**src/design/msma_pkg.sv**
```systemverilog
// ---------------------------------------------------------------------------
// msma_pkg
// Widths, register codes and shared types of the multichannel moving average.
// ---------------------------------------------------------------------------
`default_nettype none

package msma_pkg;

  localparam int CHANNELS  = 4;
  // Window length; a power of two, so the average is a plain shift.
  localparam int WINDOW    = 8;
  localparam int WIN_W     = $clog2(WINDOW);

  localparam int CH_W      = 2;
  localparam int RAW_P_W   = 24;
  localparam int RAW_T_W   = 16;
  localparam int P_W       = 24;
  localparam int T_W       = 20;
  localparam int P_GAIN_W  = 24;
  localparam int T_GAIN_W  = 16;
  localparam int P_SHIFT   = 23;
  localparam int T_SHIFT   = 12;
  localparam int P_PROD_W  = RAW_P_W + P_GAIN_W + 1;
  localparam int T_PROD_W  = RAW_T_W + T_GAIN_W;
  localparam int P_SUM_W   = P_W + WIN_W;
  localparam int T_SUM_W   = T_W + WIN_W;

  localparam int GAIN_REGS = 4;
  localparam int GR_W      = $clog2(GAIN_REGS);
  localparam int CFG_IDX_W = 3;
  localparam int CFG_DATA_W = 24;

  localparam logic [CFG_IDX_W-1:0] PGAIN_BASE = CFG_IDX_W'(0);
  localparam logic [CFG_IDX_W-1:0] TGAIN_BASE = CFG_IDX_W'(GAIN_REGS);

  localparam logic [P_GAIN_W-1:0] PGAIN_RESET = P_GAIN_W'(256);
  localparam logic [T_GAIN_W-1:0] TGAIN_RESET = T_GAIN_W'(4096);

  localparam int QUEUE_DEPTH = 4;
  localparam int QA_W        = $clog2(QUEUE_DEPTH);
  localparam int QC_W        = $clog2(QUEUE_DEPTH + 1);

  // One classified reading on its way from the front to the back.
  typedef struct packed {
    logic [CH_W-1:0] channel;
    logic            chan_ok;
    logic            neg;
    logic [P_W-1:0]  p_scaled;
    logic [T_W-1:0]  t_scaled;
  } msma_op_t;

  typedef struct packed {
    logic valid;
    logic full;
  } msma_qstat_t;

endpackage

`default_nettype wire

```
**src/design/msma_queue.sv**
```systemverilog
// ---------------------------------------------------------------------------
// msma_queue
// Short FIFO of scaled readings between the front and the back.
// ---------------------------------------------------------------------------
`default_nettype none

module msma_queue import msma_pkg::*; (
  input  logic        clk,
  input  logic        rst,
  input  logic        push,
  input  msma_op_t    push_op,
  input  logic        pop,
  output msma_qstat_t qstat,
  output msma_op_t    head
);

  msma_op_t         slots [QUEUE_DEPTH];
  logic [QA_W-1:0]  wr_ptr;
  logic [QA_W-1:0]  rd_ptr;
  logic [QC_W-1:0]  count;

  always_ff @(posedge clk) begin
    if (rst) begin
      wr_ptr <= '0;
      rd_ptr <= '0;
      count  <= '0;
    end else begin
      if (push) begin
        wr_ptr <= wr_ptr + QA_W'(1);
      end
      if (pop) begin
        rd_ptr <= rd_ptr + QA_W'(1);
      end
      unique case ({push, pop})
        2'b10:   count <= count + QC_W'(1);
        2'b01:   count <= count - QC_W'(1);
        default: count <= count;
      endcase
    end
  end

  always_ff @(posedge clk) begin
    if (push) begin
      slots[wr_ptr] <= push_op;
    end
  end

  assign head        = slots[rd_ptr];
  assign qstat.valid = (count != '0);
  assign qstat.full  = (count == QC_W'(QUEUE_DEPTH));

endmodule

`default_nettype wire

```
**config.mk**
```make
export PLATFORM = sky130hd
export DESIGN_NAME = msma_queue
export DESIGN_NICKNAME = d
export VERILOG_FILES = /design/src/design/msma_pkg.sv /design/src/design/msma_queue.sv
export SDC_FILE = /design/constraint.sdc
export NUM_CORES = 1
export LEC_CHECK = 0
export BUFFER_PORTS_ARGS = -buffer_cell sky130_fd_sc_hd__buf_2
export CORE_MARGIN = 2
export CORE_UTILIZATION = 43
export CTS_CLUSTER_DIAMETER = 150
export CTS_CLUSTER_SIZE = 25
export DETAILED_ROUTE_END_ITERATION = 8
export GPL_TIMING_DRIVEN = 0
export PLACE_DENSITY = 0.65
export SYNTH_ARGS = -nofsm -noshare
export SYNTH_HDL_FRONTEND = slang
export SYNTH_SLANG_ARGS = --single-unit
```
**constraint.sdc**
```tcl
create_clock -name clk -period 2.78 [get_ports clk]
set_clock_uncertainty 0.1 [all_clocks]
set_input_delay 0.556 -clock clk [delete_from_list [all_inputs] [get_ports clk]]
set_output_delay 0.556 -clock clk [all_outputs]
set_load 0.1 [all_outputs]
```
; Yosys cells after proc, flatten, opt, wreduce, memory -nomap -nowiden
; Memories as Yosys holds them, arrays and structs flattened. A register that Yosys moved wholly into a read port is not among the register bits.
; Index checks and enable logic that the tools add are counted.
[totals]
elab_cells = 18
in_bits = 52
out_inout_bits = 50
n_memories = 1
register_bits = 7
ram_bits = 192
[classes]
n_mux = 5
n_addsub = 4
n_reduce_logical = 2
eq_ne = 3
[memory_table]
columns = name, words, width, read_ports, rd_clocked_by_memory_dff, write_ports, line
row1 = slots, 4, 48, 1, 1, 1, msma_queue.sv:17  ; msma_op_t slots [QUEUE_DEPTH];
[op_table]
columns = op, count
row1 = one-hot mux 3 bit (2 select lines), 1
row2 = adder 2 x 1 -> 2 bit (second input constant), 2
row3 = two-way mux 2 bit, 2
row4 = adder 3 x 1 -> 3 bit (second input constant), 1
row5 = equality test 3 bit (second input constant), 1
row6 = nonzero test 3 bit, 1
row7 = subtractor 3 x 1 -> 3 bit (second input constant), 1
row8 = equality test 2 x 1 -> 1 bit (second input constant), 1
row9 = equality test 2 bit (second input constant), 1
row10 = two-way mux 1 bit, 2
row11 = nonzero test 2 bit, 1

; Logic depth before layout (Yosys ltp)
[depth]
depth_word = 3
depth_mapped = 6
depth_no_buf = 6

; Least setup slack after synthesis
; No wires, ideal clock.
[synth_path]
kind = flip-flop to output port
start = register count[0]
end = output port qstat[0] (netlist bit)
n_path_buf = 0
path_stages_with_launch = 2
required_ns = 2.124
t_arrival_ns = 2.547
setup_slack_ns = -0.423
cell_sequence = dfxtp_1 -> nor3b_1
[synth_rtl]
columns = item, line
row1 = "start, declared", msma_queue.sv:20  ; logic [QC_W-1:0] count;
row2 = "start signal, assigned", msma_queue.sv:35  ; 2'b10: count <= count + QC_W'(1);
row3 = "start signal, assigned", msma_queue.sv:36  ; 2'b01: count <= count - QC_W'(1);
row4 = "start signal, assigned", msma_queue.sv:37  ; default: count <= count;
row5 = "end, declared", msma_queue.sv:13  ; output msma_qstat_t qstat,

==> impl_metrics.py <==
metrics = {
    "finish": {
        "nets": 469,
        "area_growth_pct": 17.9,
        "final_layout_size_suffix_gt1_frac": 0.438,
        "fin_cells": 634,
        "finish.utilization": 0.520,
    },
    "setup_path": {
        "ff2ff_setup_slack_ps": 860,
        "cp.required_ps": 2120,
        "crit_type": "reg -> out",
        "rr_endpoint": "slots[0][19]",
        "r2r-start": "wr_ptr[0]",
        "reg2reg_depth": 4,
        "crit_arrival_ps": 2010,
        "end_kind": "output pin",
        "critPathMaxFanout": 10,
        "start_kind": "register",
    },
    "logic_synthesis": {
        "synth_largest_area_cell": "edfxtp_1",
        "synth_seq_area_share": 0.810,
        "ys_ff_latch": 201,
        "yosysTopAreaCellShare": 0.785,
        "syn_nets": 351,
        "avgSynthCellArea_um2": 25.1,
        "yosys_warnings": 0,
        "synth_area_leaders": "edfxtp_1 79%, mux4_2 15%, dfxtp_1 2.5%",
        "synthesis.instances": 293,
        "synth_area_um2": 7340,
        "yosysUniqueCellTypes": 20,
    },
    "power": {
        "p_comb_frac": 0.217,
        "p_total_mw": 6.76,
        "switching_power_mw": 2.08,
        "peakVddDrop_mv": 0.548,
        "p_clk_frac": 0.264,
        "p_leak_nw": 2.91,
        "p_seq_frac": 0.519,
        "internal_power_mw": 4.68,
        "p_per_area_nw_per_um2": 781,
        "swShare": 0.307,
    },
    "timing": {
        "tightest_slew_ps": 879,
        "slew-limit-headroom": 0.414,
        "post-route-period-util": 0.960,
        "clock.fmax_mhz": 375,
        "rsz0062_at_grt": "no",
        "final_max_slew_viol_count": 0,
        "period_needed_ps": 2670,
        "whs_ps": 199,
        "setup_viol": 0,
        "hold_viol": 0,
    },
    "global_routing": {
        "grt_pass1_wl_um": 18900,
        "grt_max_degree": 31,
        "met2_usage": 0.224,
        "use_met1": 0.187,
        "grt_usage": 0.138,
        "antenna_found_initial": 2,
        "grt_pass1_vias": 3476,
        "overflow": 0,
        "top_usage_layer": "met2",
        "met3_usage": 0.0379,
    },
    "detailed_routing": {
        "drt.antenna.violating_nets": 0,
        "drt_pass1_iterations": 4,
        "drt_iter0_markers": 191,
        "avgRoutedWirePerCell_um": 19.4,
        "via_count": 3203,
        "viasPerCell": 5.05,
        "wirelength_um": 12300,
        "drc": 0,
    },
    "clock_tree": {
        "root_buffer": "clkbuf_16",
        "cts_setup_buffers": 0,
        "htreeDepth": 1,
        "clk_pin_slew_ps": 90,
        "cts_buffers": 12,
        "cts_hold_buf": 0,
        "clkSinkCount": 201,
        "cts.repair.resized": 23,
        "cts_tree": "yes",
        "clk_latency_ps": 450,
        "clk_path_buf_depth": 3,
    },
    "floorplanning": {
        "dieArea_um2": 18100,
        "core_area_um2": 16600,
        "start_util": 0.441,
        "fp.dieH_um": 135,
        "die_x_um": 135,
        "ios": 102,
        "rows": 47,
    },
    "place": {
        "numPortBuffers": 100,
        "place.gp.congestion": 0.663,
        "dp_hpwl_um": 7660,
        "dp.cells": 617,
    },
    "min_path": {
        "min_from": "push_op[3]",
        "min_delay_worst_endpoint": "slots[2][3]",
        "hold_class": "in -> reg",
        "min_path_cells": 1,
    },
    "status": {
        "outcome": "finished clean",
    },
    "run": {
        "cap_viol_max_count": 0,
    },
}
## worst max-delay path by stage
| stage | to | slack, ps | depth (start not counted) | start |
|---|---|---|---|---|
| floorplan | qstat[0] | 560 | 1 | count[1] |
| global placement | slots[0][11] | -550 | 2 | push |
| detailed placement | head[18] | 420 | 4 | register |
| CTS | head[18] | 9 | 4 | register |
| global route | head[23] | 9 | 4 | register |
| finish | head[23] | 110 | 4 | register |
## metrics by stage
stage | setup slack [ps] | setup TNS (ps) | area, um^2
global route | 9.49 | 0 | 8650
finish | 111 | 0 | 8660
CTS | 9.46 | 0 | 8640
global placement | -548 | -100950 | 8130
floorplan | 560 | 0 | 7350
detailed placement | 419 | 0 | 8220
## power by group through the flow
stage	combinational [mW]	clock [mW]	sequential (mW)
after CTS	1.48	1.85	3.51
final	1.47	1.78	3.51
after global routing	1.53	1.95	3.52
after global placement	1.42	0	3.58
after detailed placement	1.45	0	3.58
after floorplan	1.19	0	3.57
## synthesized netlist by cell type, drive strengths merged
cell type    n
a21oi        1
and2         4
buf          8
clkbuf       3
dfxtp        9
edfxtp     192
fa           1
ha           5
inv          3
mux2i        2
mux4        48
nand2        1
nor2         7
nor3b        1
o21ai        1
or3          2
xnor2        3
xor2         2
## metal layers
| metal | up-vias | part of all wire |
|---|---|---|
| met5 | - | 0 |
| met4 | 0 | 0.018 |
| met3 | 15 | 0.056 |
| met2 | 80 | 0.50 |
| met1 | 1646 | 0.43 |
| li1 | 1462 | - |
## final cells by class
type                    count  area [um^2]
flip-flops and latches    201         5950
inverters                   3         11.3
repair buffers            104          638
diodes                      1         2.50
well taps                 220          275
clock inverters             1         30.0
fillers                  1305         7990
plain buffers              11         98.8
clock buffers              15          333
multi-input cells          78         1320
## critical path, stage by stage, from the launching register on
cell and delay [ps]:
dfxtp_1 410, buf_12 180, buf_8 180, mux4_2 530, buf_4 250
## registers in the layout, summed over array words and instances, names as in the netlist, named ones only
signal  count
slots     192
wr_ptr      2
count       3
rd_ptr      2
## kinds of logic after synthesis
kind of cell,count (synthesis),share of synthesized area
flops,201,0.810
fa+ha+maj,6,0.0112
mux,50,0.150
compound gates,2,0.00136
buf+inv,14,0.0118
xor+xnor,5,0.00596
simple gates,15,0.0102
## cell usage in the layout, fill, tap and decap left out
| cell type | count |
|---|---|
| o21ai_0 | 1 |
| ha_1 | 5 |
| fa_1 | 1 |
| or3_1 | 2 |
| mux2i_1 | 2 |
| clkbuf_1 | 3 |
| mux4_2 | 48 |
| nor2_1 | 7 |
| and2_2 | 4 |
| buf_2 | 81 |
| a21oi_1 | 1 |
| dfxtp_1 | 9 |
| xor2_1 | 2 |
| buf_8 | 2 |
| clkinv_16 | 1 |
| xnor2_1 | 3 |
| clkbuf_2 | 2 |
| buf_12 | 4 |
| nor3b_2 | 1 |
| buf_4 | 24 |
| diode_2 | 1 |
| edfxtp_1 | 192 |
| clkbuf_16 | 13 |
| buf_16 | 1 |
| inv_1 | 3 |
| nand2_1 | 1 |
No activity file was read; power rests on OpenSTA's default activity.
