==> src/design/msma_pkg.sv <==
// ---------------------------------------------------------------------------
// msma_pkg
// Widths, register codes and shared types of the multichannel moving average.
// ---------------------------------------------------------------------------
`default_nettype none

package msma_pkg;

  localparam int CHANNELS  = 4;
  // Window length; a power of two, so the average is a plain shift.
  localparam int WINDOW    = 8;
  localparam int WIN_W     = $clog2(WINDOW);

  localparam int CH_W      = 2;
  localparam int RAW_P_W   = 24;
  localparam int RAW_T_W   = 16;
  localparam int P_W       = 24;
  localparam int T_W       = 20;
  localparam int P_GAIN_W  = 24;
  localparam int T_GAIN_W  = 16;
  localparam int P_SHIFT   = 23;
  localparam int T_SHIFT   = 12;
  localparam int P_PROD_W  = RAW_P_W + P_GAIN_W + 1;
  localparam int T_PROD_W  = RAW_T_W + T_GAIN_W;
  localparam int P_SUM_W   = P_W + WIN_W;
  localparam int T_SUM_W   = T_W + WIN_W;

  localparam int GAIN_REGS = 4;
  localparam int GR_W      = $clog2(GAIN_REGS);
  localparam int CFG_IDX_W = 3;
  localparam int CFG_DATA_W = 24;

  localparam logic [CFG_IDX_W-1:0] PGAIN_BASE = CFG_IDX_W'(0);
  localparam logic [CFG_IDX_W-1:0] TGAIN_BASE = CFG_IDX_W'(GAIN_REGS);

  localparam logic [P_GAIN_W-1:0] PGAIN_RESET = P_GAIN_W'(256);
  localparam logic [T_GAIN_W-1:0] TGAIN_RESET = T_GAIN_W'(4096);

  localparam int QUEUE_DEPTH = 4;
  localparam int QA_W        = $clog2(QUEUE_DEPTH);
  localparam int QC_W        = $clog2(QUEUE_DEPTH + 1);

  // One classified reading on its way from the front to the back.
  typedef struct packed {
    logic [CH_W-1:0] channel;
    logic            chan_ok;
    logic            neg;
    logic [P_W-1:0]  p_scaled;
    logic [T_W-1:0]  t_scaled;
  } msma_op_t;

  typedef struct packed {
    logic valid;
    logic full;
  } msma_qstat_t;

endpackage

`default_nettype wire

==> src/design/msma_in_if.sv <==
// ---------------------------------------------------------------------------
// msma_in_if
// Input channel: one raw sensor reading per item.
// ---------------------------------------------------------------------------
`default_nettype none

interface msma_in_if import msma_pkg::*; ();
  logic                 valid;
  logic                 ready;
  logic [CH_W-1:0]      channel;
  logic [RAW_P_W-1:0]   raw_pressure;
  logic [RAW_T_W-1:0]   raw_temperature;

  modport source (output valid, channel, raw_pressure, raw_temperature, input ready);
  modport sink   (input valid, channel, raw_pressure, raw_temperature, output ready);
endinterface

`default_nettype wire

==> src/design/msma_front.sv <==
// ---------------------------------------------------------------------------
// msma_front
// Gain registers, input acceptance and scaling of pressure and temperature.
// ---------------------------------------------------------------------------
`default_nettype none

module msma_front import msma_pkg::*; (
  input  logic                  clk,
  input  logic                  rst,
  input  logic                  cfg_write,
  input  logic [CFG_IDX_W-1:0]  cfg_index,
  input  logic [CFG_DATA_W-1:0] cfg_data,
  msma_in_if.sink               sample_in,
  input  msma_qstat_t           qstat,
  output logic                  push,
  output msma_op_t              op
);

  logic [P_GAIN_W-1:0] pgain [GAIN_REGS];
  logic [T_GAIN_W-1:0] tgain [GAIN_REGS];

  logic [GR_W-1:0]          pidx;
  logic [GR_W-1:0]          tidx;
  logic [CFG_IDX_W-1:0]     toff;
  logic [P_GAIN_W-1:0]      cur_pgain;
  logic [T_GAIN_W-1:0]      cur_tgain;
  logic signed [P_PROD_W-1:0] p_prod;
  logic [T_PROD_W-1:0]      t_prod;

  assign toff = cfg_index - TGAIN_BASE;
  assign pidx = cfg_index[GR_W-1:0];
  assign tidx = toff[GR_W-1:0];

  always_ff @(posedge clk) begin
    if (rst) begin
      for (int i = 0; i < GAIN_REGS; i++) begin
        pgain[i] <= PGAIN_RESET;
        tgain[i] <= TGAIN_RESET;
      end
    end else if (cfg_write) begin
      // Indexes below TGAIN_BASE hit the pressure gains, the rest the temperature gains.
      priority if (cfg_index < TGAIN_BASE) begin
        pgain[pidx] <= cfg_data[P_GAIN_W-1:0];
      end else begin
        tgain[tidx] <= cfg_data[T_GAIN_W-1:0];
      end
    end
  end

  assign sample_in.ready = !qstat.full;
  assign push            = sample_in.valid && !qstat.full;

  assign cur_pgain = pgain[sample_in.channel];
  assign cur_tgain = tgain[sample_in.channel];

  assign p_prod = $signed(sample_in.raw_pressure) * $signed({1'b0, cur_pgain});
  assign t_prod = T_PROD_W'(sample_in.raw_temperature) * T_PROD_W'(cur_tgain);

  always_comb begin
    op.channel  = sample_in.channel;
    op.chan_ok  = (32'(sample_in.channel) < CHANNELS);
    // Negative only when the raw value is negative and the gain is nonzero.
    op.neg      = sample_in.raw_pressure[RAW_P_W-1] && (cur_pgain != '0);
    op.p_scaled = p_prod[P_SHIFT+P_W-1:P_SHIFT];
    op.t_scaled = t_prod[T_SHIFT+T_W-1:T_SHIFT];
  end

endmodule

`default_nettype wire

==> src/flat_wrapper.sv <==
// flat-port wrapper written by rule: the top's interface ports become plain ports
module msma_front_flat import msma_pkg::*;
  (clk, rst, cfg_write, cfg_index, cfg_data, qstat, push, op, sample_in_valid, sample_in_channel, sample_in_raw_pressure, sample_in_raw_temperature, sample_in_ready);
  msma_in_if sample_in_i ();
  input  logic clk;
  input  logic rst;
  input  logic cfg_write;
  input  logic [CFG_IDX_W-1:0] cfg_index;
  input  logic [CFG_DATA_W-1:0] cfg_data;
  input  msma_qstat_t qstat;
  output logic push;
  output msma_op_t op;
  input wire logic [$bits(sample_in_i.valid)-1:0] sample_in_valid;
  input wire logic [$bits(sample_in_i.channel)-1:0] sample_in_channel;
  input wire logic [$bits(sample_in_i.raw_pressure)-1:0] sample_in_raw_pressure;
  input wire logic [$bits(sample_in_i.raw_temperature)-1:0] sample_in_raw_temperature;
  output wire logic [$bits(sample_in_i.ready)-1:0] sample_in_ready;
  assign sample_in_i.valid = sample_in_valid;
  assign sample_in_i.channel = sample_in_channel;
  assign sample_in_i.raw_pressure = sample_in_raw_pressure;
  assign sample_in_i.raw_temperature = sample_in_raw_temperature;
  assign sample_in_ready = sample_in_i.ready;
  msma_front u_core (.clk(clk), .rst(rst), .cfg_write(cfg_write), .cfg_index(cfg_index), .cfg_data(cfg_data), .sample_in(sample_in_i), .qstat(qstat), .push(push), .op(op));
endmodule
==> config.mk <==
export PLATFORM = sky130hd
export DESIGN_NAME = msma_front_flat
export DESIGN_NICKNAME = d
export VERILOG_FILES = /design/src/design/msma_pkg.sv /design/src/design/msma_in_if.sv /design/src/design/msma_front.sv /design/src/flat_wrapper.sv
export SDC_FILE = /design/constraint.sdc
export NUM_CORES = 2
export LEC_CHECK = 0
export BUFFER_PORTS_ARGS = -buffer_cell sky130_fd_sc_hd__buf_2
export CORE_MARGIN = 4
export CORE_UTILIZATION = 25
export CTS_BUF_LIST = sky130_fd_sc_hd__clkbuf_4 sky130_fd_sc_hd__clkbuf_8
export CTS_CLUSTER_SIZE = 16
export DETAILED_ROUTE_END_ITERATION = 12
export PLACE_DENSITY_LB_ADDON = 0.25
export REMOVE_ABC_BUFFERS = 1
export SETUP_SLACK_MARGIN = 0.05
export SYNTH_ARGS = -nofsm -noshare
export SYNTH_HDL_FRONTEND = slang
export SYNTH_SLANG_ARGS = --single-unit
export TNS_END_PERCENT = 5
==> constraint.sdc <==
create_clock -name clk -period 7.9 [get_ports clk]
set_input_delay 0.395 -clock clk [delete_from_list [all_inputs] [get_ports clk]]
set_output_delay 0.395 -clock clk [all_outputs]
set_load 0.01 [all_outputs]
# Word level (Yosys, flattened, before mapping)
# Memories as Yosys holds them, arrays and structs flattened.
# Cells that the tools add are included.
[word_totals] mem_bits_rw=160 memories=2 word_cells=28 reg_bits=0 output_inout_bits=50 in_bits=75
[memory_table] memory="u_core.pgain" depth=4 word_bits=24 rd=1 rd_clocked_by_memory_dff=0 wr=4 line_no="msma_front.sv:19" text="logic [P_GAIN_W-1:0] pgain [GAIN_REGS];"
[memory_table] memory="u_core.tgain" depth=4 word_bits=16 rd=1 rd_clocked_by_memory_dff=0 wr=4 line_no="msma_front.sv:20" text="logic [T_GAIN_W-1:0] tgain [GAIN_REGS];"
[classes] multipliers=2 n_mux=16 order_cmp=1 addsub=1 reduce_logical=6
[ops] cell="$mul 24x25->47" count=1
[ops] cell="$mul 16x16->32" count=1
[ops] cell="$mux 24" count=1
[ops] cell="$reduce_bool 24->1" count=1
[ops] cell="$reduce_or 24->1" count=1
[ops] cell="$mux 16" count=1
[ops] cell="$reduce_or 16->1" count=1
[ops] cell="$mux 1" count=12
[ops] cell="$mux 2" count=2
[ops] cell="$lt 3x3->1 const B" count=1
[ops] cell="$logic_and 1x1->1" count=2
[ops] cell="$sub 2x1->2 const B" count=1
[ops] cell="$logic_not 1->1" count=1

# Longest topological paths before layout
[depth] word_depth=7 mapped_depth=30 ltp_nobuf=26

# Least setup slack after synthesis
# No wires, ideal clock.
[synth_path] path_kind="input to output" from="input port sample_in_channel[0]" to="output port op[25] (netlist name)" setup_slack_ns=-0.454 path_stages=28 arrival_time_ns=7.959 cell_sequence="buf_6 buf_4 buf_1 mux4_2 clkbuf_1 and2_1 fa_1 inv_1 fa_1 fa_1 inv_1 fa_1 inv_1 fa_1 inv_1 fa_1 inv_1 fa_1 inv_1 ha_1 nand2_1 a2111o_1 a211oi_1 nor2_1 or4_1 o211ai_1 a21oi_1 xnor2_1"
[synth_rtl] item="start: declaration" line_no="flat_wrapper.sv:14" text="input wire logic [$bits(sample_in_i.channel)-1:0] sample_in_channel;"
[synth_rtl] item="end: declaration" line_no="flat_wrapper.sv:12" text="output msma_op_t op;"

==> results.sh <==
export IMPL_outcome="finished, violations left"
export IMPL_violations="setup timing"
export IMPL_grt_max_degree=26
export IMPL_max_clock_path_buffers=2
export IMPL_cts_buffers=17
export IMPL_area_delta_synth_final_pct=16.0
export IMPL_place_ws_ns=-0.826
export IMPL_synth_area_top_cells="fa_1 40%, edfxtp_1 14%, ha_1 11%, and2_1 9.3%, inv_1 8.6%"
export IMPL_die_w_um=375
export IMPL_grt_setup_unrepaired="yes"
export IMPL_gp_congestion=0.792
export IMPL_crit_path_max_fanout=10
export IMPL_synth_top_family_by_area="adder cells"
export IMPL_maxCapViolCount=0
export IMPL_synth_largest_area_cell="fa_1"
export IMPL_dpl_cell_area_um2=38000
export IMPL_grt_pass1_vias=26200
export IMPL_critPathLaunchType="flip-flop"
export IMPL_multiInputGateArea_um2=25800
export IMPL_hold_viol=0
export IMPL_cp_common_cell="fa_1"
export IMPL_ys_flop_type="edfxtp_1"
export IMPL_ff_latch_area_um2=4800
export IMPL_yosys_area_share_simple_pct=17.3
export IMPL_antenna_found_initial=24
export IMPL_fp_dieH_um=375
export IMPL_synth_xor_area_share_pct=1.17
export IMPL_grt_total_usage_pct=13.7
export IMPL_finalCritPeriodShare_pct=103
export IMPL_synth_edf_count=160
export IMPL_synthCells=3447
export IMPL_path_class="flip-flop to output pin"
export IMPL_pin_count=125
export IMPL_hold_class="input pin to flip-flop"
export IMPL_routed_wl_met3_mm=3.32
export IMPL_synth_seq_area_share_pct=14.3
export IMPL_die_area_um2=141000
export IMPL_tightest_slew_ns=1.06
export IMPL_fillers=14200
export IMPL_drt_pass1_iterations=5
export IMPL_syn_cell_area_um2=33700
export IMPL_synth_top_area_share_pct=40.0
export IMPL_finalCriticalPeriod_ns=8.15
export IMPL_vias=23700
export IMPL_ctsHtreeMaxLevel=4
export IMPL_wirelength_mm=94.1
export IMPL_layout_drive_gt1_share_pct=14.7
export IMPL_post_synth_cell_area_avg_um2=9.78
export IMPL_core_rowCount=134
export IMPL_cp_end_kind="output pin"
export IMPL_cts_tree="yes"
export IMPL_grt_first_pass_wirelength_mm=152
export IMPL_first_iter_violations=896
export IMPL_portBuffers=122
export IMPL_finalWorstSetupSlack_ns=-0.249
export IMPL_max_freq_mhz=123
export IMPL_drc=0
export IMPL_fp_coreArea_um2=134000
export IMPL_met1_length_mm=42.1
export IMPL_synth_adder_area_share_pct=50.6
export IMPL_worstPathArrival_ns=7.75
export IMPL_yosys_warnings=0
export IMPL_design_area_um2=39100
export IMPL_synth_distinct_cells=66
export IMPL_setup_tns_ns=-2.46
export IMPL_top_layer="met5"
export IMPL_grt_ovfl_total=0
export IMPL_fin_nets=4732
export IMPL_cts_root_buf="clkbuf_8"
export IMPL_via_per_inst=4.31
export IMPL_wire_per_inst_um=17.1
export IMPL_async_reset_ff_share_pct=0
export IMPL_ant_nets=0
export IMPL_synth_mux_area_share_pct=2.70
export IMPL_critPathMaxStageDelay_ns=0.55
export IMPL_slew_headroom_pct=29.2
export IMPL_synth_compound_area_share_pct=3.51
export IMPL_synth_seq_cells=160
export IMPL_cts_sinks=160
export IMPL_met2WireLength_mm=47.2
export IMPL_start_util_pct=25.2
export IMPL_cp_top_family="adder cells"
export IMPL_worst_path_buf_inv=9
export IMPL_setup_violations_final=18
export IMPL_hpwlAfterDp_mm=77.6
export IMPL_clk_pin_slew_ns=0.10
export IMPL_crit_path_top_delay_cell="fa_1"
export IMPL_required_ns=7.51
export IMPL_slew_violations=0
synth_stat cells (all sizes together) (4+ instances only):
library cell and number:
inv 771, mux4 40, o31ai 4, xor2 17, nor2 36, nand2 488, nor4 8, nand4 9
ha 286, o21ai 27, a221oi 5, or3 5, o211ai 4, nand2b 23, nand3 15, xnor2 28
clkbuf 138, o21a 5, a2111oi 4, and4 5, a21o 39, a21oi 44, buf 20, o21bai 7
and3 7, nor3 15, edfxtp 160, fa 674, nor2b 15, or2 6, a31oi 4, and2 503
cell type report:
class | instances | area share [%]
Multi-Input combinational cell | 2358 | 66.1
Sequential cell | 160 | 12.3
Antenna cell | 10 | 0.0640
Clock inverter | 13 | 0.269
Timing Repair Buffer | 389 | 7.58
Tap cell | 1768 | 5.66
Inverter | 771 | 7.40
Clock buffer | 19 | 0.637
routing by layer:
metal	up-vias	GRT usage (%)
met1	12300	18.5
met4	12	1.90
met3	83	1.40
li1	10900	-
met2	361	24.4
met5	-	0
registers in the layout, summed over array words and instances, names as in the netlist:
name          count
u_core.tgain     64
u_core.pgain     96
cells in the final DEF, fill, tap and decap left out, drive strengths merged, types with 27 or more instances in the layout:
cell type  instances
nand2            488
mux4              40
xnor2             28
inv              776
buf              388
and2             503
nor2              36
fa               674
a21oi             44
edfxtp           160
a21o              39
ha               286
o21ai             27
per-stage QoR:
stage / hold WS [ns] / utilization [%] / instances
after global placement: 0.716 / 28.4 / 5424
after floorplan: 0.573 / - / 3289
final: 0.257 / 29.3 / 5488
after CTS: 0.229 / 28.9 / 5464
after global routing: 0.238 / 29.2 / 5481
after detailed placement: 0.726 / 28.4 / 5424
repair_timing:
| action | CTS | global route |
|---|---|---|
| setup endpoints to repair | 28 | 37 |
| resized for setup | 40 | 57 |
| hold buffers | 0 | 0 |
| endpoints found under the hold margin | 0 | 0 |
| pin swaps | 25 | 46 |
| cloned | 1 | 1 |
| buffers inserted | 7 | 14 |
cells by family after synthesis:
kind of cell | Yosys count
AND/OR/NAND/NOR | 1143
adder cells (fa/ha/maj) | 960
buffers and inverters | 929
AO/OA/AOI/OAI | 168
flip-flops | 160
XOR/XNOR | 45
multiplexers | 41
other | 1
final timing paths:
path	startpoint	to	slack, ns	cells after the start
worst max-delay path	u_core.pgain[1][8]$_SDFFCE_PN1P_	op[36]	-0.25	28
worst min-delay path	cfg_data[19]	u_core.pgain[2][19]$_SDFFCE_PN0P_	0.26	2
Power is left out: the tool's default activity adds up to more than one toggle a clock period on the data nets, which glitch-free logic cannot reach.
