File: src/design/msma_pkg.sv
// ---------------------------------------------------------------------------
// msma_pkg
// Widths, register codes and shared types of the multichannel moving average.
// ---------------------------------------------------------------------------
`default_nettype none

package msma_pkg;

  localparam int CHANNELS  = 4;
  // Window length; a power of two, so the average is a plain shift.
  localparam int WINDOW    = 8;
  localparam int WIN_W     = $clog2(WINDOW);

  localparam int CH_W      = 2;
  localparam int RAW_P_W   = 24;
  localparam int RAW_T_W   = 16;
  localparam int P_W       = 24;
  localparam int T_W       = 20;
  localparam int P_GAIN_W  = 24;
  localparam int T_GAIN_W  = 16;
  localparam int P_SHIFT   = 23;
  localparam int T_SHIFT   = 12;
  localparam int P_PROD_W  = RAW_P_W + P_GAIN_W + 1;
  localparam int T_PROD_W  = RAW_T_W + T_GAIN_W;
  localparam int P_SUM_W   = P_W + WIN_W;
  localparam int T_SUM_W   = T_W + WIN_W;

  localparam int GAIN_REGS = 4;
  localparam int GR_W      = $clog2(GAIN_REGS);
  localparam int CFG_IDX_W = 3;
  localparam int CFG_DATA_W = 24;

  localparam logic [CFG_IDX_W-1:0] PGAIN_BASE = CFG_IDX_W'(0);
  localparam logic [CFG_IDX_W-1:0] TGAIN_BASE = CFG_IDX_W'(GAIN_REGS);

  localparam logic [P_GAIN_W-1:0] PGAIN_RESET = P_GAIN_W'(256);
  localparam logic [T_GAIN_W-1:0] TGAIN_RESET = T_GAIN_W'(4096);

  localparam int QUEUE_DEPTH = 4;
  localparam int QA_W        = $clog2(QUEUE_DEPTH);
  localparam int QC_W        = $clog2(QUEUE_DEPTH + 1);

  // One classified reading on its way from the front to the back.
  typedef struct packed {
    logic [CH_W-1:0] channel;
    logic            chan_ok;
    logic            neg;
    logic [P_W-1:0]  p_scaled;
    logic [T_W-1:0]  t_scaled;
  } msma_op_t;

  typedef struct packed {
    logic valid;
    logic full;
  } msma_qstat_t;

endpackage

`default_nettype wire

File: src/design/msma_out_if.sv
// ---------------------------------------------------------------------------
// msma_out_if
// Output channel: one pair of windowed averages per item.
// ---------------------------------------------------------------------------
`default_nettype none

interface msma_out_if import msma_pkg::*; ();
  logic             valid;
  logic             ready;
  logic [CH_W-1:0]  out_channel;
  logic [P_W-1:0]   pressure_average;
  logic [T_W-1:0]   temperature_average;
  logic             rejected;

  modport source (output valid, out_channel, pressure_average, temperature_average,
                  rejected, input ready);
  modport sink   (input valid, out_channel, pressure_average, temperature_average,
                  rejected, output ready);
endinterface

`default_nettype wire

File: src/design/msma_back.sv
// ---------------------------------------------------------------------------
// msma_back
// Per-channel window rings, running sums, stored averages and result register.
// ---------------------------------------------------------------------------
`default_nettype none

module msma_back import msma_pkg::*; (
  input  logic        clk,
  input  logic        rst,
  input  msma_qstat_t qstat,
  input  msma_op_t    head,
  output logic        pop,
  msma_out_if.source  average_out
);

  logic [P_W-1:0]     pwin [CHANNELS][WINDOW];
  logic [T_W-1:0]     twin [CHANNELS][WINDOW];
  logic [P_SUM_W-1:0] psum [CHANNELS];
  logic [T_SUM_W-1:0] tsum [CHANNELS];
  logic [P_W-1:0]     pavg [CHANNELS];
  logic [T_W-1:0]     tavg [CHANNELS];
  logic [WIN_W-1:0]   wptr [CHANNELS];

  logic               out_valid;
  logic               out_free;
  logic [WIN_W-1:0]   ptr;
  logic [P_W-1:0]     pval;
  logic [P_SUM_W-1:0] psum_next;
  logic [T_SUM_W-1:0] tsum_next;
  logic [P_W-1:0]     pavg_next;
  logic [T_W-1:0]     tavg_next;
  logic               update;

  assign out_free = !out_valid || average_out.ready;
  assign pop      = qstat.valid && out_free;
  assign update   = pop && head.chan_ok;

  always_comb begin
    ptr       = wptr[head.channel];
    // Replay the stored average into the ring when the pressure reading is negative.
    pval      = head.neg ? pavg[head.channel] : head.p_scaled;
    psum_next = psum[head.channel] - P_SUM_W'(pwin[head.channel][ptr])
                + P_SUM_W'(pval);
    tsum_next = tsum[head.channel] - T_SUM_W'(twin[head.channel][ptr])
                + T_SUM_W'(head.t_scaled);
    pavg_next = psum_next[P_SUM_W-1:WIN_W];
    tavg_next = tsum_next[T_SUM_W-1:WIN_W];
  end

  always_ff @(posedge clk) begin
    if (rst) begin
      for (int c = 0; c < CHANNELS; c++) begin
        for (int k = 0; k < WINDOW; k++) begin
          pwin[c][k] <= '0;
          twin[c][k] <= '0;
        end
        psum[c] <= '0;
        tsum[c] <= '0;
        pavg[c] <= '0;
        tavg[c] <= '0;
        wptr[c] <= '0;
      end
    end else if (update) begin
      pwin[head.channel][ptr] <= pval;
      psum[head.channel]      <= psum_next;
      wptr[head.channel]      <= ptr + WIN_W'(1);
      if (!head.neg) begin
        twin[head.channel][ptr] <= head.t_scaled;
        tsum[head.channel]      <= tsum_next;
        pavg[head.channel]      <= pavg_next;
        tavg[head.channel]      <= tavg_next;
      end
    end
  end

  always_ff @(posedge clk) begin
    if (rst) begin
      out_valid <= 1'b0;
    end else if (pop) begin
      out_valid <= 1'b1;
    end else if (average_out.ready) begin
      out_valid <= 1'b0;
    end
  end

  always_ff @(posedge clk) begin
    if (pop) begin
      average_out.out_channel <= head.channel;
      priority if (!head.chan_ok) begin
        average_out.pressure_average    <= '0;
        average_out.temperature_average <= '0;
        average_out.rejected            <= 1'b1;
      end else if (head.neg) begin
        average_out.pressure_average    <= pavg[head.channel];
        average_out.temperature_average <= tavg[head.channel];
        average_out.rejected            <= 1'b1;
      end else begin
        average_out.pressure_average    <= pavg_next;
        average_out.temperature_average <= tavg_next;
        average_out.rejected            <= 1'b0;
      end
    end
  end

  assign average_out.valid = out_valid;

endmodule

`default_nettype wire

File: src/flat_wrapper.sv
// flat-port wrapper written by rule: the top's interface ports become plain ports
module msma_back_flat import msma_pkg::*;
  (clk, rst, qstat, head, pop, average_out_valid, average_out_out_channel, average_out_pressure_average, average_out_temperature_average, average_out_rejected, average_out_ready);
  msma_out_if average_out_i ();
  input  logic clk;
  input  logic rst;
  input  msma_qstat_t qstat;
  input  msma_op_t head;
  output logic pop;
  output wire logic [$bits(average_out_i.valid)-1:0] average_out_valid;
  output wire logic [$bits(average_out_i.out_channel)-1:0] average_out_out_channel;
  output wire logic [$bits(average_out_i.pressure_average)-1:0] average_out_pressure_average;
  output wire logic [$bits(average_out_i.temperature_average)-1:0] average_out_temperature_average;
  output wire logic [$bits(average_out_i.rejected)-1:0] average_out_rejected;
  input wire logic [$bits(average_out_i.ready)-1:0] average_out_ready;
  assign average_out_valid = average_out_i.valid;
  assign average_out_out_channel = average_out_i.out_channel;
  assign average_out_pressure_average = average_out_i.pressure_average;
  assign average_out_temperature_average = average_out_i.temperature_average;
  assign average_out_rejected = average_out_i.rejected;
  assign average_out_i.ready = average_out_ready;
  msma_back u_core (.clk(clk), .rst(rst), .qstat(qstat), .head(head), .pop(pop), .average_out(average_out_i));
endmodule
File: config.mk
export PLATFORM = sky130hd
export DESIGN_NAME = msma_back_flat
export DESIGN_NICKNAME = d
export VERILOG_FILES = /design/src/design/msma_pkg.sv /design/src/design/msma_out_if.sv /design/src/design/msma_back.sv /design/src/flat_wrapper.sv
export SDC_FILE = /design/constraint.sdc
export NUM_CORES = 2
export LEC_CHECK = 0
export BUFFER_PORTS_ARGS = -buffer_cell sky130_fd_sc_hd__buf_4
export CORE_UTILIZATION = 63
export DETAILED_ROUTE_END_ITERATION = 7
export HOLD_SLACK_MARGIN = 0.02
export PLACE_DENSITY = 0.8
export SLEW_MARGIN = 20
export SYNTH_ARGS = -nofsm -noshare
export SYNTH_HDL_FRONTEND = slang
export SYNTH_SLANG_ARGS = --single-unit
export TNS_END_PERCENT = 20
File: constraint.sdc
create_clock -name clk -period 7.3 [get_ports clk]
set_input_delay 0.73 -clock clk [delete_from_list [all_inputs] [get_ports clk]]
set_output_delay 0.73 -clock clk [all_outputs]
set_load 0.02 [all_outputs]
Word-level counts from Yosys, hierarchy flattened
Memories as Yosys holds them, arrays and structs flattened.
Index checks and enable logic that the tools add are counted.
{ "totals": {"out_inout_bits": 49, "latch_bits": 0, "memories": 7, "input_bits": 53, "mem_bits_ro": 0, "ramBits": 1796, "wordCells": 81, "ff_bits": 48} }
{ "classes": {"eq_ne": 0, "muxes": 48, "n_shift": 0, "order_cmp": 2, "n_bitwise": 1, "multipliers": 0, "add_sub_neg": 5, "reduce_logical": 13, "div_mod_pow": 0} }
{ "memory_table": {"columns": ["name", "words", "word_bits", "read_ports", "rd_clocked_by_memory_dff", "write_ports", "line", "source"], "rows": [
  ["u_core.pwin", 4, 192, 1, 0, 4, "msma_back.sv:16", "logic [P_W-1:0] pwin [CHANNELS][WINDOW];"],
  ["u_core.twin", 4, 160, 1, 0, 4, "msma_back.sv:17", "logic [T_W-1:0] twin [CHANNELS][WINDOW];"],
  ["u_core.psum", 4, 27, 1, 0, 4, "msma_back.sv:18", "logic [P_SUM_W-1:0] psum [CHANNELS];"],
  ["u_core.pavg", 4, 24, 1, 0, 4, "msma_back.sv:20", "logic [P_W-1:0] pavg [CHANNELS];"],
  ["u_core.tsum", 4, 23, 1, 0, 4, "msma_back.sv:19", "logic [T_SUM_W-1:0] tsum [CHANNELS];"],
  ["u_core.tavg", 4, 20, 1, 0, 4, "msma_back.sv:21", "logic [T_W-1:0] tavg [CHANNELS];"],
  ["1 more memories", null, null, null, null, null, null, null]
]} }
{ "op_table": {"columns": ["cell", "count"], "rows": [
  ["192-bit two-way mux", 3],
  ["160-bit two-way mux", 3],
  ["192-bit OR reduction", 1],
  ["160-bit OR reduction", 1],
  ["24-bit two-way mux", 6],
  ["20-bit two-way mux", 5],
  ["24-bit binary-select mux with 3-bit select", 1],
  ["24-bit demux with 3-bit select", 1],
  ["20-bit binary-select mux with 3-bit select", 1],
  ["20-bit demux with 3-bit select", 1],
  ["27-bit by 24-bit adder with 27-bit output", 1],
  ["27-bit two-way mux", 1],
  ["27-bit OR reduction", 1],
  ["27-bit by 24-bit subtractor with 27-bit output", 1],
  ["24-bit OR reduction", 1],
  ["23-bit by 20-bit adder with 23-bit output", 1],
  ["23-bit two-way mux", 1],
  ["23-bit OR reduction", 1],
  ["23-bit by 20-bit subtractor with 23-bit output", 1],
  ["20-bit OR reduction", 1],
  ["1-bit two-way mux", 17],
  ["2-bit two-way mux", 7],
  ["4-bit >= comparator, second input constant", 1],
  ["4-bit by 1-bit < comparator with 1-bit output, second input constant", 1],
  ["other kinds (8)", 10]
]} }

Depth between registers and ports, before layout
{ "depth": {"word_depth": 9, "depth_mapped": 23, "depth_no_buf": 20} }

Worst setup path before layout
OpenSTA, ideal clock, no wires.
{ "synth_timing": {"path_type": "input to register", "start": "input average_out_ready", "end": "memory u_core.pavg[3][0] (enable)", "setup_time_ns": 0.522, "required_time_ns": 6.778, "n_path_buf": 0, "arrival_time_ns": 5.966, "path_stages": 4, "path_slack_ns": 0.812, "path_cell_list": "nand2b_1 > and2_1 > nand2_1 > o31ai_1"} }
{ "synth_lines": {"columns": ["element", "line", "source"], "rows": [
  ["start: declaration", "flat_wrapper.sv:15", "input wire logic [$bits(average_out_i.ready)-1:0] average_out_ready;"],
  ["end: declaration", "msma_back.sv:20", null]
]} }

==> summary.md <==
| Metric | Value |
|---|---|
| Area Overhead vs Synth | `10.20%` |
| Hold_sp | `rst` |
| FILL cells | `7665` |
| Mapped Area | `0.08042 mm²` |
| TritonCTS buffer count | `168` |
| Met3 wire length | `36810 µm` |
| CP Max Fanout | `16` |
| YS warnings | `0` |
| Global-route wire length before repair | `334400 µm` |
| #FFs+latches synth | `1764` |
| Met1 WL | `75930 µm` |
| Average size of a mapped cell | `13.93 µm²` |
| Die Area | `0.1291 mm²` |
| Worst-Margin Slew | `1.254 ns` |
| Site Rows | `130` |
| Unique masters post-synth | `81` |
| Dpl hpwl | `138600 µm` |
| CP required | `7.82 ns` |
| Internal | `17820 µW` |
| Routed wl met2 | `105700 µm` |
| Largest net degree at the start of global routing | `208` |
| Top Ports | `102` |
| Top_reg_cell synth | `edfxtp_1` |
| Setup Skew | `0.02836 ns` |
| GP Congestion | `0.9534` |
| Adder-cell share of the synthesized area | `1.889%` |
| Worst reg2reg path endpoint | `u_core.pavg[3][19]` |
| # DRC | `0` |
| Drt first pass iters | `7` |
| Area fraction of the dominant cell type after synthesis | `65.83%` |
| R2R setup slack | `1.16 ns` |
| Clock H-tree levels | `4` |
| Detailed Route WL | `230200 µm` |
| Top sig layer | `met5` |
| Clock Power Share | `33.9%` |
| Syn Nets | `5922` |
| Port bufs | `100` |
| DR WL/cell | `30.73 µm` |
| Final Setup Violations | `0` |
| Reg2Reg Depth | `19` |
| Worst setup SP type | `flip-flop` |
| Routed vias | `52780` |
| Crit Path Class | `flip-flop to flip-flop` |
| Seq pwr share | `47.1%` |
| Seq. cell area | `0.05296 mm²` |
| Die Ht | `359.3 µm` |
| Max Freq | `162.9 MHz` |
| Fin. Hold Viols | `0` |
| Largest family of logic cells by synthesized area | `multiplexers` |
| Clock Pin Slew Worst Setup and Hold Paths | `0.06 ns` |
| Worst r2r src | `u_core.wptr[1][0]` |
| Worst min-delay path class | `input port to flip-flop` |
| Core area | `0.1261 mm²` |
| Status | `finished clean` |
| Post-synthesis mux area share | `12.23%` |
| Cell area power density | `281.2 mW/mm²` |
| Worst hold endpoint | `u_core.average_out.valid` |
| Compound-Gate Fraction of Synth Area | `3.678%` |
| Initial Utilization | `63.80%` |
| Total Power | `24920 µW` |
| Combinational share of power | `19.0%` |
| TNS Setup | `0 ns` |
| Post-CTS Setup Inserts | `0` |
| Post-route ant nets | `0` |
| Post-synthesis xor/xnor area fraction | `0.4963%` |
| CTS tree | `done` |
| Commonest non-fill, non-tap cells in the layout | `edfxtp_1, nor2_1, nor3_1` |
| Footprint of the multi-input gates | `0.02515 mm²` |
| Slew headroom | `16.11%` |
| Clock tree buffer depth | `3` |
| Root buffer cell | `clkbuf_16` |
| Vias per cell | `7.045` |
| Share of cells above drive strength 1 | `19.28%` |
| Cells after Synth | `5774` |
| Final Util | `70.30%` |
| Clock sink count | `1764` |
| Total grt overflow | `0` |
| Pins Over Slew Limit | `0` |
| Post-CTS Hold Buffers | `0` |
| Die W | `359.3 µm` |
| Number of synthesized flops with an enable pin | `1763` |
| Tot GR Track Use | `35.50%` |
| Synth area leaders | `edfxtp_1, mux4_2, nor2_1, nor3_1, clkbuf_1` |
| Worst skew pair latency | `0.82 ns` |
| Async set-or-reset flop fraction in the synthesized netlist | `0%` |
| Register area share after synthesis | `65.85%` |
| RSZ-0062 raised after global routing | `no` |
| Worst hold slack | `0.1483 ns` |
| Peak VDD IR | `0.2477 mV` |
| Sw Share | `28.49%` |
| Post-cts sizing count | `0` |
| Max_cap viols | `0` |
| Critical Path Sink Type | `flip-flop` |
| Simple-gate share of the synthesized area | `12.12%` |
| Commonest non-fill, non-tap cell in the layout | `edfxtp_1` |
| P_leak | `0.03178 µW` |
| Final cycle utilization of the critical path | `84.11%` |
| Arr. time, crit path | `6.66 ns` |
| Starting DRC count in detailed routing | `9657` |
| Initial antenna violation count | `5` |
| Switching pwr | `7099 µW` |
| Hold depth | `2` |
| Largest area contributor in the netlist | `edfxtp_1` |
| Vias in the first global route | `51210` |
| Final nets | `5858` |
| Fin crit period | `6.140 ns` |
[power by group through the flow]
stage	Clock, µW	Combinational, µW	Sequential [µW]
after floorplan	0	2860	11900
after global placement	0	4490	11900
after detailed placement	0	4560	11900
after CTS	8420	4610	11700
after global routing	8800	5020	11800
final	8440	4740	11700
[flip-flops by register name (all words and copies together), names as in the netlist]
register and cells:
u_core.twin 640, u_core.average_out.out_channel 2, u_core.wptr 12, u_core.average_out.valid 1
u_core.psum 108, u_core.average_out.temperature_average 20, u_core.average_out.rejected 1, u_core.tavg 76
u_core.pwin 768, u_core.tsum 16, u_core.pavg 96, u_core.average_out.pressure_average 24
[worst max-delay path by stage]
| stage | from | endpoint | slack (ns) | depth (start not counted) |
|---|---|---|---|---|
| global route | u_core.wptr[2][0] | u_core.psum[2][20] | 1.07 | 19 |
| floorplan | average_out_ready | u_core.pavg[3][0] | 0.81 | 4 |
| detailed placement | head[46] | u_core.pavg[3][19] | 0.71 | 18 |
| global placement | head[46] | u_core.pavg[3][19] | 0.70 | 18 |
| CTS | head[46] | u_core.pavg[3][19] | 1.51 | 18 |
| finish | u_core.wptr[1][0] | u_core.pavg[3][19] | 1.16 | 19 |
[cells in the mapped netlist (all sizes together) (4+ instances only)]
| cell type | count |
|---|---|
| o211ai | 4 |
| and2 | 20 |
| nor2 | 1143 |
| o22ai | 4 |
| a31o | 15 |
| fa | 44 |
| nor4 | 4 |
| nand4 | 5 |
| nand3 | 50 |
| nor3 | 631 |
| inv | 171 |
| a21boi | 9 |
| nor3b | 6 |
| o31ai | 4 |
| a31oi | 7 |
| clkbuf | 377 |
| mux2i | 17 |
| a311oi | 20 |
| nor2b | 9 |
| a221oi | 48 |
| a211o | 5 |
| ha | 51 |
| o21bai | 9 |
| o21ai | 84 |
| a22oi | 10 |
| mux4 | 426 |
| o21a | 19 |
| a21oi | 109 |
| a221o | 13 |
| nand2b | 7 |
| xnor2 | 23 |
| a21o | 28 |
| a211oi | 8 |
| nand2 | 334 |
| mux2 | 6 |
| buf | 178 |
| a32o | 7 |
| edfxtp | 1763 |
| xor2 | 20 |
| and3 | 52 |
[stage by stage]
step	instances	setup WS, ns	cell area [µm²]
global placement	7190	0.7020	83260
finish	7492	1.160	88620
global route	7491	1.074	88620
floorplan	5774	0.8117	80420
detailed placement	7190	0.7145	83350
CTS	7491	1.506	88530
[critical path: stages (launching register included)]
cell and delay [ns]:
edfxtp_1 0.44, mux2i_1 0.11, nand2_1 0.12, o21ai_4 0.12, inv_2 0.37, nor2_2 0.18
buf_4 0.26, a221oi_1 0.79, o21ai_1 0.38, fa_1 0.62, inv_1 0.04, ha_1 0.38
a21oi_1 0.11, o21a_1 0.23, o21ai_0 0.35, a31oi_1 0.14, o21ai_1 0.24, a21oi_1 0.21
xnor2_1 0.61, nor2_1 0.12
[area by class of cell]
class / instances / area share, %
inverter: 172 / 0.7313
multi-input combinational: 3283 / 28.37
timing repair buffer: 321 / 2.956
antenna: 1 / 0.002824
clock buffer: 228 / 5.142
clock inverter: 73 / 0.7045
sequential: 1764 / 59.76
tap: 1650 / 2.330
[layer usage]
| metal | track usage, % | vias to the layer above |
|---|---|---|
| li1 | - | 21350 |
| met4 | 16.20 | 8 |
| met1 | 48.74 | 25910 |
| met5 | 0 | - |
| met2 | 53.17 | 4763 |
| met3 | 10.34 | 751 |
[logic make-up after synthesis]
group / Yosys count
AO/OA/AOI/OAI: 424
XOR/XNOR: 43
adder cells (fa/ha/maj): 95
buffers and inverters: 727
flip-flops: 1764
multiplexers: 449
AND/OR/NAND/NOR: 2272
Power figures use the tool's default switching activity.
